$ cat src/rtl/chd_pkg.sv
package chd_pkg;

	localparam int SizeBitsDefault = 32;

	localparam logic [7:0] ByteLf    = 8'h0A;
	localparam logic [7:0] ByteTab   = 8'h09;
	localparam logic [7:0] ByteCr    = 8'h0D;
	localparam logic [7:0] ByteSpace = 8'h20;

	typedef enum logic [2:0] {
		PH_WS      = 3'd0,
		PH_DIGITS  = 3'd1,
		PH_LINE    = 3'd2,
		PH_DATA    = 3'd3,
		PH_TRAILER = 3'd4,
		PH_DONE    = 3'd5
	} phase_t;

	typedef struct packed {
		logic       ok;
		logic [3:0] value;
	} hex_digit_t;

	function automatic hex_digit_t hex_decode(input logic [7:0] b);
		hex_digit_t d;
		d.ok    = 1'b0;
		d.value = 4'd0;
		if (b >= 8'h30 && b <= 8'h39) begin
			d.ok    = 1'b1;
			d.value = 4'(b - 8'h30);
		end else if (b >= 8'h41 && b <= 8'h46) begin
			d.ok    = 1'b1;
			d.value = 4'(b - 8'h37);
		end else if (b >= 8'h61 && b <= 8'h66) begin
			d.ok    = 1'b1;
			d.value = 4'(b - 8'h57);
		end
		return d;
	endfunction

	function automatic logic is_space(input logic [7:0] b);
		return (b == ByteSpace) || (b >= ByteTab && b <= ByteCr);
	endfunction

endpackage

$ cat src/rtl/http_chunked_body_decoder.sv
// Chunked body decoder: strips the size lines and framing of a chunked HTTP body.
// Input channel in_valid/in_ready/in_byte takes one raw body byte per word.
// Output channel out_valid/out_ready carries out_byte, body_end and size_error.
// Each accepted byte is decoded in the cycle it is accepted; a payload byte or an
// end marker appears in the output register on the next cycle.
// Throughput is one byte per cycle while out_ready is high; the single output
// register lets a new byte be accepted in the same cycle the held word is taken.
// If the receiver stalls with a word held, in_ready drops until that word leaves.
// Size-line bytes and the two framing bytes after each chunk give no output word.
// The end marker has out_byte zero and body_end set; size_error is also set when
// the chunk size does not fit in SIZE_BITS bits. After the end marker, all
// further bytes are accepted and dropped until reset.
// Reset (arst_n low, asynchronous) clears the output valid flag and returns the
// decoder to the start of a size line.
module http_chunked_body_decoder #(
	parameter int SIZE_BITS = chd_pkg::SizeBitsDefault
) (
	input  logic       clk,
	input  logic       arst_n,
	input  logic       in_valid,
	output logic       in_ready,
	input  logic [7:0] in_byte,
	output logic       out_valid,
	input  logic       out_ready,
	output logic [7:0] out_byte,
	output logic       body_end,
	output logic       size_error
);
	import chd_pkg::*;

	phase_t               phase_q, phase_d;
	logic [SIZE_BITS-1:0] rem_q, rem_d;
	logic                 trailer_q, trailer_d;

	logic       out_valid_q;
	logic [7:0] out_byte_q;
	logic       body_end_q;
	logic       size_error_q;

	logic       accept;
	logic       emit;
	logic [7:0] emit_byte;
	logic       emit_end;
	logic       emit_err;
	hex_digit_t hex;

	assign in_ready = !out_valid_q || out_ready;
	assign accept   = in_valid && in_ready;
	assign hex      = hex_decode(in_byte);

	always_ff @(posedge clk or negedge arst_n) begin
		if (!arst_n) begin
			phase_q   <= PH_WS;
			rem_q     <= '0;
			trailer_q <= 1'b0;
		end else begin
			phase_q   <= phase_d;
			rem_q     <= rem_d;
			trailer_q <= trailer_d;
		end
	end

	always_comb begin
		phase_d   = phase_q;
		rem_d     = rem_q;
		trailer_d = trailer_q;
		emit      = 1'b0;
		emit_byte = 8'd0;
		emit_end  = 1'b0;
		emit_err  = 1'b0;
		if (accept) begin
			case (phase_q)
				PH_WS: begin
					if (!is_space(in_byte)) begin
						if (!hex.ok) begin
							phase_d  = PH_DONE;
							emit     = 1'b1;
							emit_end = 1'b1;
						end else begin
							rem_d   = {{(SIZE_BITS-4){1'b0}}, hex.value};
							phase_d = PH_DIGITS;
						end
					end
				end
				PH_DIGITS: begin
					if (hex.ok) begin
						if (rem_q[SIZE_BITS-1 -: 4] != 4'd0) begin
							phase_d  = PH_DONE;
							rem_d    = '0;
							emit     = 1'b1;
							emit_end = 1'b1;
							emit_err = 1'b1;
						end else begin
							rem_d = {rem_q[SIZE_BITS-5:0], hex.value};
						end
					end else if (rem_q == '0) begin
						phase_d  = PH_DONE;
						emit     = 1'b1;
						emit_end = 1'b1;
					end else begin
						phase_d = (in_byte == ByteLf) ? PH_DATA : PH_LINE;
					end
				end
				PH_LINE: begin
					if (in_byte == ByteLf) begin
						phase_d = PH_DATA;
					end
				end
				PH_DATA: begin
					rem_d     = rem_q - {{(SIZE_BITS-1){1'b0}}, 1'b1};
					emit      = 1'b1;
					emit_byte = in_byte;
					if (rem_q == {{(SIZE_BITS-1){1'b0}}, 1'b1}) begin
						phase_d   = PH_TRAILER;
						trailer_d = 1'b0;
					end
				end
				PH_TRAILER: begin
					if (trailer_q) begin
						trailer_d = 1'b0;
						phase_d   = PH_WS;
					end else begin
						trailer_d = 1'b1;
					end
				end
				default: begin
				end
			endcase
		end
	end

	always_ff @(posedge clk or negedge arst_n) begin
		if (!arst_n) begin
			out_valid_q <= 1'b0;
		end else if (in_ready) begin
			out_valid_q <= accept && emit;
		end
	end

	always_ff @(posedge clk) begin
		if (accept && emit) begin
			out_byte_q   <= emit_byte;
			body_end_q   <= emit_end;
			size_error_q <= emit_err;
		end
	end

	assign out_valid  = out_valid_q;
	assign out_byte   = out_byte_q;
	assign body_end   = body_end_q;
	assign size_error = size_error_q;

	a_err_ends_body: assert property (@(posedge clk) disable iff (!arst_n)
		out_valid && size_error |-> body_end)
		else $error("size error word without body end");

	a_end_byte_zero: assert property (@(posedge clk) disable iff (!arst_n)
		out_valid && body_end |-> out_byte == 8'd0)
		else $error("end word carries a nonzero byte");

	a_nothing_after_end: assert property (@(posedge clk) disable iff (!arst_n)
		out_valid && out_ready && body_end |=> !out_valid)
		else $error("word emitted after end of body");

	a_done_silent: assert property (@(posedge clk) disable iff (!arst_n)
		phase_q == PH_DONE && accept |=> !(out_valid && !body_end))
		else $error("payload emitted after end of body");

endmodule

$ cat config.mk
export PLATFORM = sky130hd
export DESIGN_NAME = http_chunked_body_decoder
export DESIGN_NICKNAME = d
export VERILOG_FILES = /design/src/rtl/chd_pkg.sv /design/src/rtl/http_chunked_body_decoder.sv
export SDC_FILE = /design/constraint.sdc
export NUM_CORES = 1
export LEC_CHECK = 0
export BUFFER_PORTS_ARGS = -buffer_cell sky130_fd_sc_hd__buf_2
export CAP_MARGIN = 20
export CELL_PAD_IN_SITES_DETAIL_PLACEMENT = 1
export CELL_PAD_IN_SITES_GLOBAL_PLACEMENT = 1
export CORE_MARGIN = 2
export CORE_UTILIZATION = 42
export CTS_CLUSTER_SIZE = 30
export DETAILED_ROUTE_END_ITERATION = 10
export GPL_ROUTABILITY_DRIVEN = 0
export PLACE_DENSITY_LB_ADDON = 0.2
export SYNTH_ARGS = -nofsm -noshare
export SYNTH_HDL_FRONTEND = slang
export SYNTH_SLANG_ARGS = --single-unit
$ cat constraint.sdc
create_clock -name clk -period 2.7 [get_ports clk]
set_input_delay 0 -clock clk [delete_from_list [all_inputs] [get_ports clk]]
set_output_delay 0 -clock clk [all_outputs]
set_load 0.005 [all_outputs]
==> out/metrics.cfg, run 1 <==
[yosys]
ys_seq_area_share_pct=37.4
yosys_warnings=0
synth_nets=395
synth_seq_cells=47
syn-cell-area_sq_um=3270
synth-edff-count=10
synthDistinctLibCells=70
syn_inst=375
ys.flop_type=dfrtp_1
synthArstFlopShare_pct=78.7
syn_avg_cell_area_sq_um=8.73

[global_routing]
antenna_found_initial=0
gr-total-overflow=0
grt_usage_pct=26.6
grt_pass1_vias=3283
grt_start_max_net_pins=38
grt_pass1_wl_um=17700

[floorplan]
die-width_um=92.3
ioPinCount=24
initial_core_util_pct=42.8
die_h_um=92.3
num_rows=32
core_sq_um=7650
die_area_sq_um=8520

[sta]
slew_viol_final=0
worst_slew_pin_slew_ns=0.869
slew_headroom_pct=42.1
hold_viol_final=0
skew_ns=0.0118
max_freq_mhz=383
fin_crit_sh_pct=96.7
finalCriticalPeriod_ns=2.61
setup_violations=0

[worst_setup_path]
crit_type=reg -> reg
cp_num_buf_inv=1
cp_top_family=simple AND/OR/NAND/NOR gates
start_kind=register
path_cells=or4_4 > nor4_4 > nand4_1 > o31a_1 > o311a_1 > nor2b_2 > buf_6
critPathCaptureType=register
cp_slowest_stage_delay_ns=0.56
slowest_stage=or4_4
cp.arrival_ns=2.65
cp_max_fo=5
crit_required_ns=2.73

[power]
p_switching_w=0.00242
power_density_nw_per_um2=1280
pwr-share-comb_pct=67.0
p_int_w=0.00242
worst_ir_drop_vdd_mv=0.630
clkPwrFrac_pct=9.0
cellLeakagePower_nw=1.56
swShare_pct=50.0
power_w=0.00484
seqPwrFrac_pct=24.0

[final_layout]
nets=441
antenna_cells=0
layout_common_cells=nor2_1 (45), o21ai_1 (41), dfrtp_1 (36), buf_4 (35), nand2_1 (24)
fin_area_sq_um=3780
postLayoutCoreUtil_pct=49.4
final_layout_size_suffix_gt1_share_pct=22.3
synthToLayoutAreaGrowth_pct=15.5
fillers=927
layout_commonest_cell=nor2_1

[detailed_routing]
drtPass1Iterations=5
wl_per_cell_um=20.3
dr.first_iter.drc_count=145
ant_nets=0
viasPerCell=6.09
vias=3192
drc_errors=0
wirelength_um=10700

[job]
cap_violations=0

[place]
portBuffers=23
dpl-instance-area_sq_um=3620
dp.final_hpwl_um=7620

[clock_network]
clockBufferDepth=2
clk_latency_ns=0.32
numCtsBuffers=5
clk_pin_slew_worst_paths_ns=0.09
clock_sinks=47
cts_root_buf=clkbuf_8
ctsHtreeMaxLevel=2
cts_tree=done

[hold_path]
hp-class=in -> reg

[outcome]
outcome=complete, no violations

-- routing by layer --
metal / global-route usage (%) / wire [um]
met5: 0 / 0
met4: 7.96 / 109
met3: 3.25 / 403
met2: 41.8 / 5100
met1: 38.6 / 5040
-- flip-flops by register name, summed over array words and instances, names as in the netlist --
name	flops
out_byte	8
out_valid	1
rem_q	32
body_end	1
trailer_q	1
size_error	1
phase_q	3
-- synth_stat cells, drive strengths merged (7+ instances only) --
| cell | instances | area (sq um) |
|---|---|---|
| nor3 | 11 | 55.1 |
| or4 | 7 | 75.1 |
| nor4 | 11 | 83.8 |
| and2 | 10 | 63.8 |
| clkbuf | 16 | 80.1 |
| a22oi | 11 | 82.6 |
| nand4 | 7 | 43.8 |
| a21oi | 23 | 115 |
| nand3 | 17 | 85.1 |
| nand2 | 24 | 90.1 |
| ha | 8 | 100 |
| edfxtp | 10 | 300 |
| o21ai | 51 | 267 |
| dfrtp | 37 | 926 |
| nor2 | 47 | 186 |
-- final timing paths --
path / from / to / slack (ns) / cells past startpoint
max in group asynchronous: arst_n / rem_q[12]$_DFFE_PN0P_ / 1.76 / 2
worst min register to register: rem_q[27]$_DFFE_PN0P_ / rem_q[27]$_DFFE_PN0P_ / 0.57 / 1
worst max register to register: rem_q[12]$_DFFE_PN0P_ / out_byte[2]$_SDFFCE_PN0P_ / 0.09 / 7
worst max-delay path: rem_q[12]$_DFFE_PN0P_ / out_byte[2]$_SDFFCE_PN0P_ / 0.09 / 7
min in group asynchronous: arst_n / phase_q[1]$_DFFE_PN0P_ / 0.33 / 2
worst min-delay path: in_byte[5] / out_byte[5]$_SDFFCE_PN0P_ / 0.02 / 2
-- metrics by stage --
| stage | hold slack, ns | cells | setup TNS, ns | worst slack (ns) |
|---|---|---|---|---|
| floorplan | -0.296 | 375 | 0 | 0.104 |
| global placement | 0.169 | 508 | 0 | 0.189 |
| detailed placement | 0.170 | 508 | 0 | 0.0869 |
| CTS | 0.0179 | 517 | 0 | 0.0693 |
| global route | 0.0276 | 524 | -0.112 | -0.0162 |
| finish | 0.0243 | 524 | 0 | 0.0897 |
-- repair_timing --
action / 4_1_cts / 5_1_grt
gates resized for setup: 0 / 7
hold buffers: 1 / 0
setup buffers: 0 / 6
hold endpoints to repair: 37 / 0
setup endpoints to repair: 0 / 11
-- power by group through the flow --
stage	combinational, W	clock [W]	sequential, W
after floorplan	0.00213	0	0.00110
after global placement	0.00295	0	0.00115
after detailed placement	0.00301	0	0.00117
after CTS	0.00303	0.000444	0.00115
after global routing	0.00354	0.000475	0.00119
final	0.00324	0.000433	0.00116
-- layout make-up --
type	count	area [sq um]	share of cell area, %
Sequential cell	47	1230	32.5
Tap cell	102	128	3.38
Multi-Input combinational cell	300	1910	50.6
Clock buffer	6	72.6	1.92
Inverter	6	22.5	0.596
Clock inverter	2	7.51	0.199
Timing Repair Buffer	61	410	10.9
-- kinds of logic after synthesis --
group / synth area share (%)
AO/OA/AOI/OAI: 26.3
XOR/XNOR: 1.87
adder cells (fa/ha/maj): 3.06
buffers and inverters: 4.62
flip-flops: 37.4
AND/OR/NAND/NOR: 26.7
No activity file was read; power rests on OpenSTA's default activity.
==> run 2: changes to the inputs <==
Settings changed: BUFFER_PORTS_ARGS -buffer_cell sky130_fd_sc_hd__buf_2 to -buffer_cell sky130_fd_sc_hd__buf_4.
==> run 2 against run 1 <==
  * Global-route usage fell by 0.72 points
  * Die area did not move
  * Sequential share of layout area fell by 0.11 points
  * Count of clock-buffer cells in the layout rose by 2
  * Fmax rose by 0.70%
==> out/metrics.cfg, run 2 (same netlist as run 1, synthesis figures left out) <==
[outcome]
outcome=complete, no violations

[clock_network]
clockBufferDepth=2  ; unchanged
postCtsSetupRepairBufs=0  ; unchanged
clk_latency_ns=0.30  ; -0.02 ns
clock_sinks=47  ; unchanged
clk_pin_slew_worst_paths_ns=0.09  ; about the same
numCtsBuffers=5  ; unchanged
cts_tree=done
cts_root_buf=clkbuf_8
ctsHtreeMaxLevel=2  ; unchanged

[place]
portBuffers=23  ; unchanged
dp.final_hpwl_um=7680  ; +0.71%
dpl_worst_slack_ns=0.0953  ; +0.00843 ns

[global_routing]
grt_pass1_wl_um=17400  ; -1.6%
grt_start_max_net_pins=38  ; unchanged
antenna_found_initial=0  ; unchanged
grt_usage_pct=25.9  ; -0.72 points
gr-total-overflow=0  ; unchanged
grt_pass1_vias=3373  ; +2.7%

[worst_setup_path]
cp_num_buf_inv=1  ; unchanged
slowest_stage=or4_4
cp.arrival_ns=2.62  ; -0.03 ns
crit_type=reg -> reg
crit_required_ns=2.73  ; about the same
cp_max_fo=10  ; +5
path_cells=or4_4 > nor4_1 > nand4_1 > o31a_1 > o311a_1 > nor2b_2 > buf_12
cp_top_family=simple AND/OR/NAND/NOR gates
start_kind=register
critPathCaptureType=register
cp_slowest_stage_delay_ns=0.57  ; about the same

[sta]
hold_viol_final=0  ; unchanged
slew_headroom_pct=31.9  ; -10 points
hold_ws_ns=0.00453  ; -0.0197 ns
skew_ns=0.0132  ; +0.00142 ns
fin_ws_ns=0.108  ; +0.0182 ns
fin_crit_sh_pct=96.0  ; -0.68 points
rsz0062_at_grt=no
tns_ns=0  ; unchanged
max_freq_mhz=386  ; +0.70%
slew_viol_final=0  ; unchanged
finalCriticalPeriod_ns=2.59  ; -0.0182 ns
worst_slew_pin_slew_ns=1.02  ; +0.152 ns
setup_violations=0  ; unchanged

[final_layout]
layout_common_cells=buf_4 (53), nor2_1 (45), o21ai_1 (41), dfrtp_1 (37), nand2_1 (24)
fillers=932  ; +0.54%
antenna_cells=0  ; unchanged
regMostFlops=rem_q
nets=435  ; -1.4%
largest_reg_flops=32  ; unchanged
synthToLayoutAreaGrowth_pct=15.7
final_layout_size_suffix_gt1_share_pct=20.4  ; -1.8 points
layout_commonest_cell=buf_4

[power]
cellLeakagePower_nw=1.55  ; -0.51%
worst_ir_drop_vdd_mv=0.517  ; -18%
power_w=0.00473  ; -2.3%
power_density_nw_per_um2=1250  ; -2.5%

[detailed_routing]
wl_per_cell_um=20.5  ; +0.71%
dr.first_iter.drc_count=166  ; +14%
viasPerCell=6.20  ; +1.8%
ant_nets=0  ; unchanged
vias=3213  ; +0.66%
drtPass1Iterations=4  ; -1
drc_errors=0  ; unchanged
wirelength_um=10600  ; -0.44%

[floorplan]
die_h_um=92.3  ; unchanged
die-width_um=92.3  ; unchanged
num_rows=32  ; unchanged
core_sq_um=7650  ; unchanged
die_area_sq_um=8520  ; unchanged
initial_core_util_pct=42.8  ; unchanged
ioPinCount=24  ; unchanged

[job]
cap_violations=0  ; unchanged

[hold_path]
hp-class=in -> reg

## run 2: repair_timing
| item | 4_1_cts | 5_1_grt |
|---|---|---|
| endpoints found under the setup margin | 0 | 10 |
| hold buffers | 1 | 0 |
| resized for setup | 0 | 1 |
| hold endpoints to repair | 37 | 0 |
## run 2: power breakdown
part | switching, W | internal [W]
Combinational | 0.00192 | 0.00122
Clock | 0.000246 | 0.000185
Sequential | 0.000229 | 0.000931
## run 2: per-stage QoR
| step | area, sq um | utilization [%] | cells |
|---|---|---|---|
| after CTS | 3780 | 49.5 | 518 |
| final | 3790 | 49.6 | 518 |
| after floorplan | 3280 | - | 375 |
| after detailed placement | 3690 | 48.3 | 509 |
| after global routing | 3790 | 49.6 | 518 |
| after global placement | 3690 | 48.3 | 509 |
## run 2: path summary, 6_finish.rpt
path                                  startpoint                        end  slack (ns)  depth (start not counted)
min in group asynchronous                 arst_n     phase_q[1]$_DFFE_PN0P_        0.19                          2
hold / removal                        in_byte[5]  out_byte[5]$_SDFFCE_PN0P_       0.005                          2
setup reg to reg           rem_q[22]$_DFFE_PN0P_  out_byte[0]$_SDFFCE_PN0P_        0.11                          7
setup / recovery           rem_q[22]$_DFFE_PN0P_  out_byte[0]$_SDFFCE_PN0P_        0.11                          7
hold reg to reg             rem_q[8]$_DFFE_PN0P_       rem_q[8]$_DFFE_PN0P_        0.57                          2
max in group asynchronous                 arst_n      rem_q[13]$_DFFE_PN0P_        2.15                          2
## run 2: cell type report
class | count | area [sq um] | share of cell area [%]
Timing Repair Buffer | 55 | 428 | 11.3
Clock buffer | 8 | 80.1 | 2.11
Multi-Input combinational cell | 300 | 1910 | 50.3
Sequential cell | 47 | 1230 | 32.4
Inverter | 6 | 22.5 | 0.594
Tap cell | 102 | 128 | 3.37
## run 2: metal layers
metal / GRT usage, % / routed length (um)
met1: 35.6 / 4950
met2: 43.9 / 5230
met3: 3.09 / 354
met4: 5.97 / 81
met5: 0 / 0
## run 2: worst reg2reg max path: stages, from the launching register on
cell     delay [ns]
dfrtp_1        0.39
or4_4          0.57
nor4_1         0.39
nand4_1        0.20
o31a_1         0.31
o311a_1        0.15
nor2b_2        0.17
buf_12         0.15
==> run 3: changes to the inputs <==
Settings changed: ABC_AREA set to 1, CORE_UTILIZATION 42 to 39.
==> run 3 against run 2 <==
  * Sequential power hardly changed
  * Routed wire length up 7.5%
  * Count of clock-buffer cells in the layout is 1 lower
  * Flip-flop and latch count unchanged
  * Global-route usage down 2.2 points
  * Die area rose by 21%
  * Critical path depth rose by 4
  * Synthesized cell count up 57%
  * Largest power group unchanged
  * First-iteration DRC count down 46%
  * Critical path type unchanged
  * Worst hold slack improved by 0.028 ns
  * Final cell count rose by 44%
==> out/metrics.cfg, run 3 <==
[global_routing]
grt_pass1_vias=4004  ; +19%
grt_usage_pct=23.6  ; -2.2 points
grt_start_max_net_pins=38  ; unchanged
antenna_found_initial=0  ; unchanged
gr-total-overflow=0  ; unchanged
grt_pass1_wl_um=19300  ; +11%

[place]
dpl.cell_count=736  ; +45%
portBuffers=23  ; unchanged
dpl-instance-area_sq_um=4000  ; +8.3%
dp.final_hpwl_um=8680  ; +13%

[worst_setup_path]
cp_top_family=simple AND/OR/NAND/NOR gates
crit_type=reg -> reg
crit_required_ns=2.67  ; -0.06 ns
critPathCaptureType=register
path_cells=nor2_1 > nand2_1 > inv_1 > nand2_1 > nor2_1 > nand2_1 > nand2_1 > nand2_1 > nand3_1 > nand2_1 > inv_1
r2r-start=rem_q[5]$_DFFE_PN0P_
start_kind=register
r2r_slack_ns=0.58  ; +0.47 ns
worstRegToRegCells=11  ; +4
cp.arrival_ns=2.09  ; -0.53 ns
cp_max_fo=10  ; unchanged
worstReg2RegEnd=out_byte[0]$_SDFFCE_PN0P_
cp_slowest_stage_delay_ns=0.45  ; -0.12 ns
slowest_stage=dfrtp_1
cp_num_buf_inv=2  ; +1
crit_path_frequent_cell=nand2_1

[final_layout]
synthToLayoutAreaGrowth_pct=10.6
postLayoutCoreUtil_pct=44.4  ; -5.2 points
largest_reg_flops=32  ; unchanged
regMostFlops=rem_q
layout_common_cells=nand2_1 (248), nor2_1 (98), inv_1 (51), nand3_1 (38), dfrtp_1 (37)
antenna_cells=0  ; unchanged
final_layout_size_suffix_gt1_share_pct=10.4  ; -10 points
nets=636  ; +46%
layout_commonest_cell=nand2_1
stdcell_count=746  ; +44%
fin_area_sq_um=4100  ; +8.3%

[sta]
setup_violations=0  ; unchanged
fin_crit_sh_pct=78.6  ; -17 points
hold_viol_final=0  ; unchanged
slew_viol_final=0  ; unchanged
worst_slew_pin_slew_ns=0.542  ; -0.480 ns
rsz0062_at_grt=no
slew_headroom_pct=63.9  ; +32 points
tns_ns=0  ; unchanged
finalCriticalPeriod_ns=2.12  ; -0.469 ns
max_freq_mhz=471  ; +22%
skew_ns=0.00990  ; -0.00331 ns

[power]
power_w=0.00506  ; +7.1%
cellLeakagePower_nw=2.24  ; +45%
power_density_nw_per_um2=1230  ; -1.1%
worst_ir_drop_vdd_mv=0.366  ; -29%

[floorplan]
die_area_sq_um=10300  ; +21%
die-width_um=102  ; +10%
initial_core_util_pct=40.2  ; -2.7 points
core_sq_um=9240  ; +21%
ioPinCount=24  ; unchanged
num_rows=35  ; +9.4%
die_h_um=102  ; +10%

[detailed_routing]
dr.first_iter.drc_count=89  ; -46%
wirelength_um=11400  ; +7.5%
wl_per_cell_um=15.3  ; -25%
drc_errors=0  ; unchanged
vias=3768  ; +17%
viasPerCell=5.05  ; -19%
drtPass1Iterations=4  ; unchanged
ant_nets=0  ; unchanged

[hold_path]
whs_endpoint=out_byte[6]$_SDFFCE_PN0P_
hold_start=in_byte[6]
min_delay_path_depth=3  ; +1
hp-class=in -> reg

[yosys]
synth-edff-count=10  ; unchanged
ys_seq_area_share_pct=33.0  ; -4.4 points
synth_top_area_share_pct=25.1  ; -3.2 points
syn_inst=590  ; +57%
netlist_top_cells_area=nand2_1 (25%), dfrtp_1 (25%), nor2_1 (9.9%)
synthArstFlopShare_pct=78.7  ; unchanged
yosysMostFrequentCell=nand2_1
synthDistinctLibCells=31  ; -56%
syn_avg_cell_area_sq_um=6.29  ; -28%
syn-cell-area_sq_um=3710  ; +13%
synth_nets=610  ; +54%
synth_common_cells=nand2_1 (248), nor2_1 (98), inv_1 (51)
synth_top_cell_by_area=nand2_1
yosys_warnings=0  ; unchanged
ys.flop_type=dfrtp_1
synth_seq_cells=47  ; unchanged

[clock_network]
numCtsBuffers=5  ; unchanged
clockBufferDepth=2  ; unchanged
cts_tree=done
clk_latency_ns=0.31  ; about the same
clk_pin_slew_worst_paths_ns=0.10  ; about the same
ctsHtreeMaxLevel=2  ; unchanged
cts_root_buf=clkbuf_8
cts-resized-gates=0  ; unchanged
clock_sinks=47  ; unchanged

[outcome]
outcome=complete, no violations

[job]
cap_violations=0  ; unchanged

-- run 3: cell types whose count changed after synthesis, sizes merged, moves of 7 or more --
cell / change
nor4: -11
o21bai: +14
clkbuf: -15
a21oi: -15
nand2: +230
a22oi: -11
o21ai: -22
inv: +51
nor2: +59
and2: -10
or4: -7
nand3: +25
nor3: -9
-- run 3: cell families after synthesis --
logic type      after synthesis  synth area share (%)
buf+inv                      68                  7.96
fa+ha+maj                     8                  2.70
flops                        47                  33.0
compound gates               57                  9.61
xor+xnor                      1                 0.236
simple gates                409                  46.5
-- run 3: area by class of cell --
type | instances | area (sq um)
Fill cell | 1258 | 5140
Multi-Input combinational cell | 475 | 2190
Sequential cell | 47 | 1230
Timing Repair Buffer | 30 | 230
Inverter | 57 | 214
Tap cell | 129 | 161
Clock buffer | 7 | 76.3
Clock inverter | 1 | 5.00
-- run 3: worst max-delay path by stage --
stage / start / to / slack (ns) / depth (start not counted)
2_1_floorplan: rem_q[0]$_DFFE_PN0P_ / body_end$_SDFFCE_PN0P_ / 0.94 / 12
3_3_place_gp: rem_q[14]$_DFFE_PN0P_ / out_byte[0]$_SDFFCE_PN0P_ / 0.63 / 11
3_5_place_dp: rem_q[5]$_DFFE_PN0P_ / out_byte[2]$_SDFFCE_PN0P_ / 0.57 / 11
4_1_cts: rem_q[5]$_DFFE_PN0P_ / out_byte[5]$_SDFFCE_PN0P_ / 0.55 / 11
5_1_grt: rem_q[0]$_DFFE_PN0P_ / out_byte[1]$_SDFFCE_PN0P_ / 0.34 / 12
6_report: rem_q[5]$_DFFE_PN0P_ / out_byte[0]$_SDFFCE_PN0P_ / 0.58 / 11
-- run 3: routing by layer --
| layer | share of wire [%] | global-route usage, % | up-vias |
|---|---|---|---|
| met4 | 1.3 | 5.72 | 0 |
| met3 | 1.8 | 2.69 | 13 |
| met5 | 0 | 0 | - |
| li1 | - | - | 1898 |
| met2 | 52 | 44.3 | 40 |
| met1 | 45 | 28.7 | 1817 |
-- run 3: power breakdown --
group / switching (W) / internal (W) / total, W
sequential: 0.000200 / 0.000926 / 0.00113
clock: 0.000266 / 0.000183 / 0.000450
combinational: 0.00245 / 0.00103 / 0.00349
-- run 3: timing repair --
action	CTS	global route
hold buffers	2	0
endpoints found under the hold margin	38	0
buffers inserted	0	0
-- run 3: per-stage QoR --
step | setup WS [ns] | hold WS, ns
2_1_floorplan | 0.943 | -0.296
4_1_cts | 0.554 | 0.0185
5_1_grt | 0.344 | 0.0610
3_5_place_dp | 0.570 | 0.0238
6_report | 0.577 | 0.0323
3_3_place_gp | 0.633 | 0.0151
-- run 3: worst min-delay path, stage by stage --
cell	delay [ns]
buf_4	0.10
inv_1	0.04
nor2_1	0.08
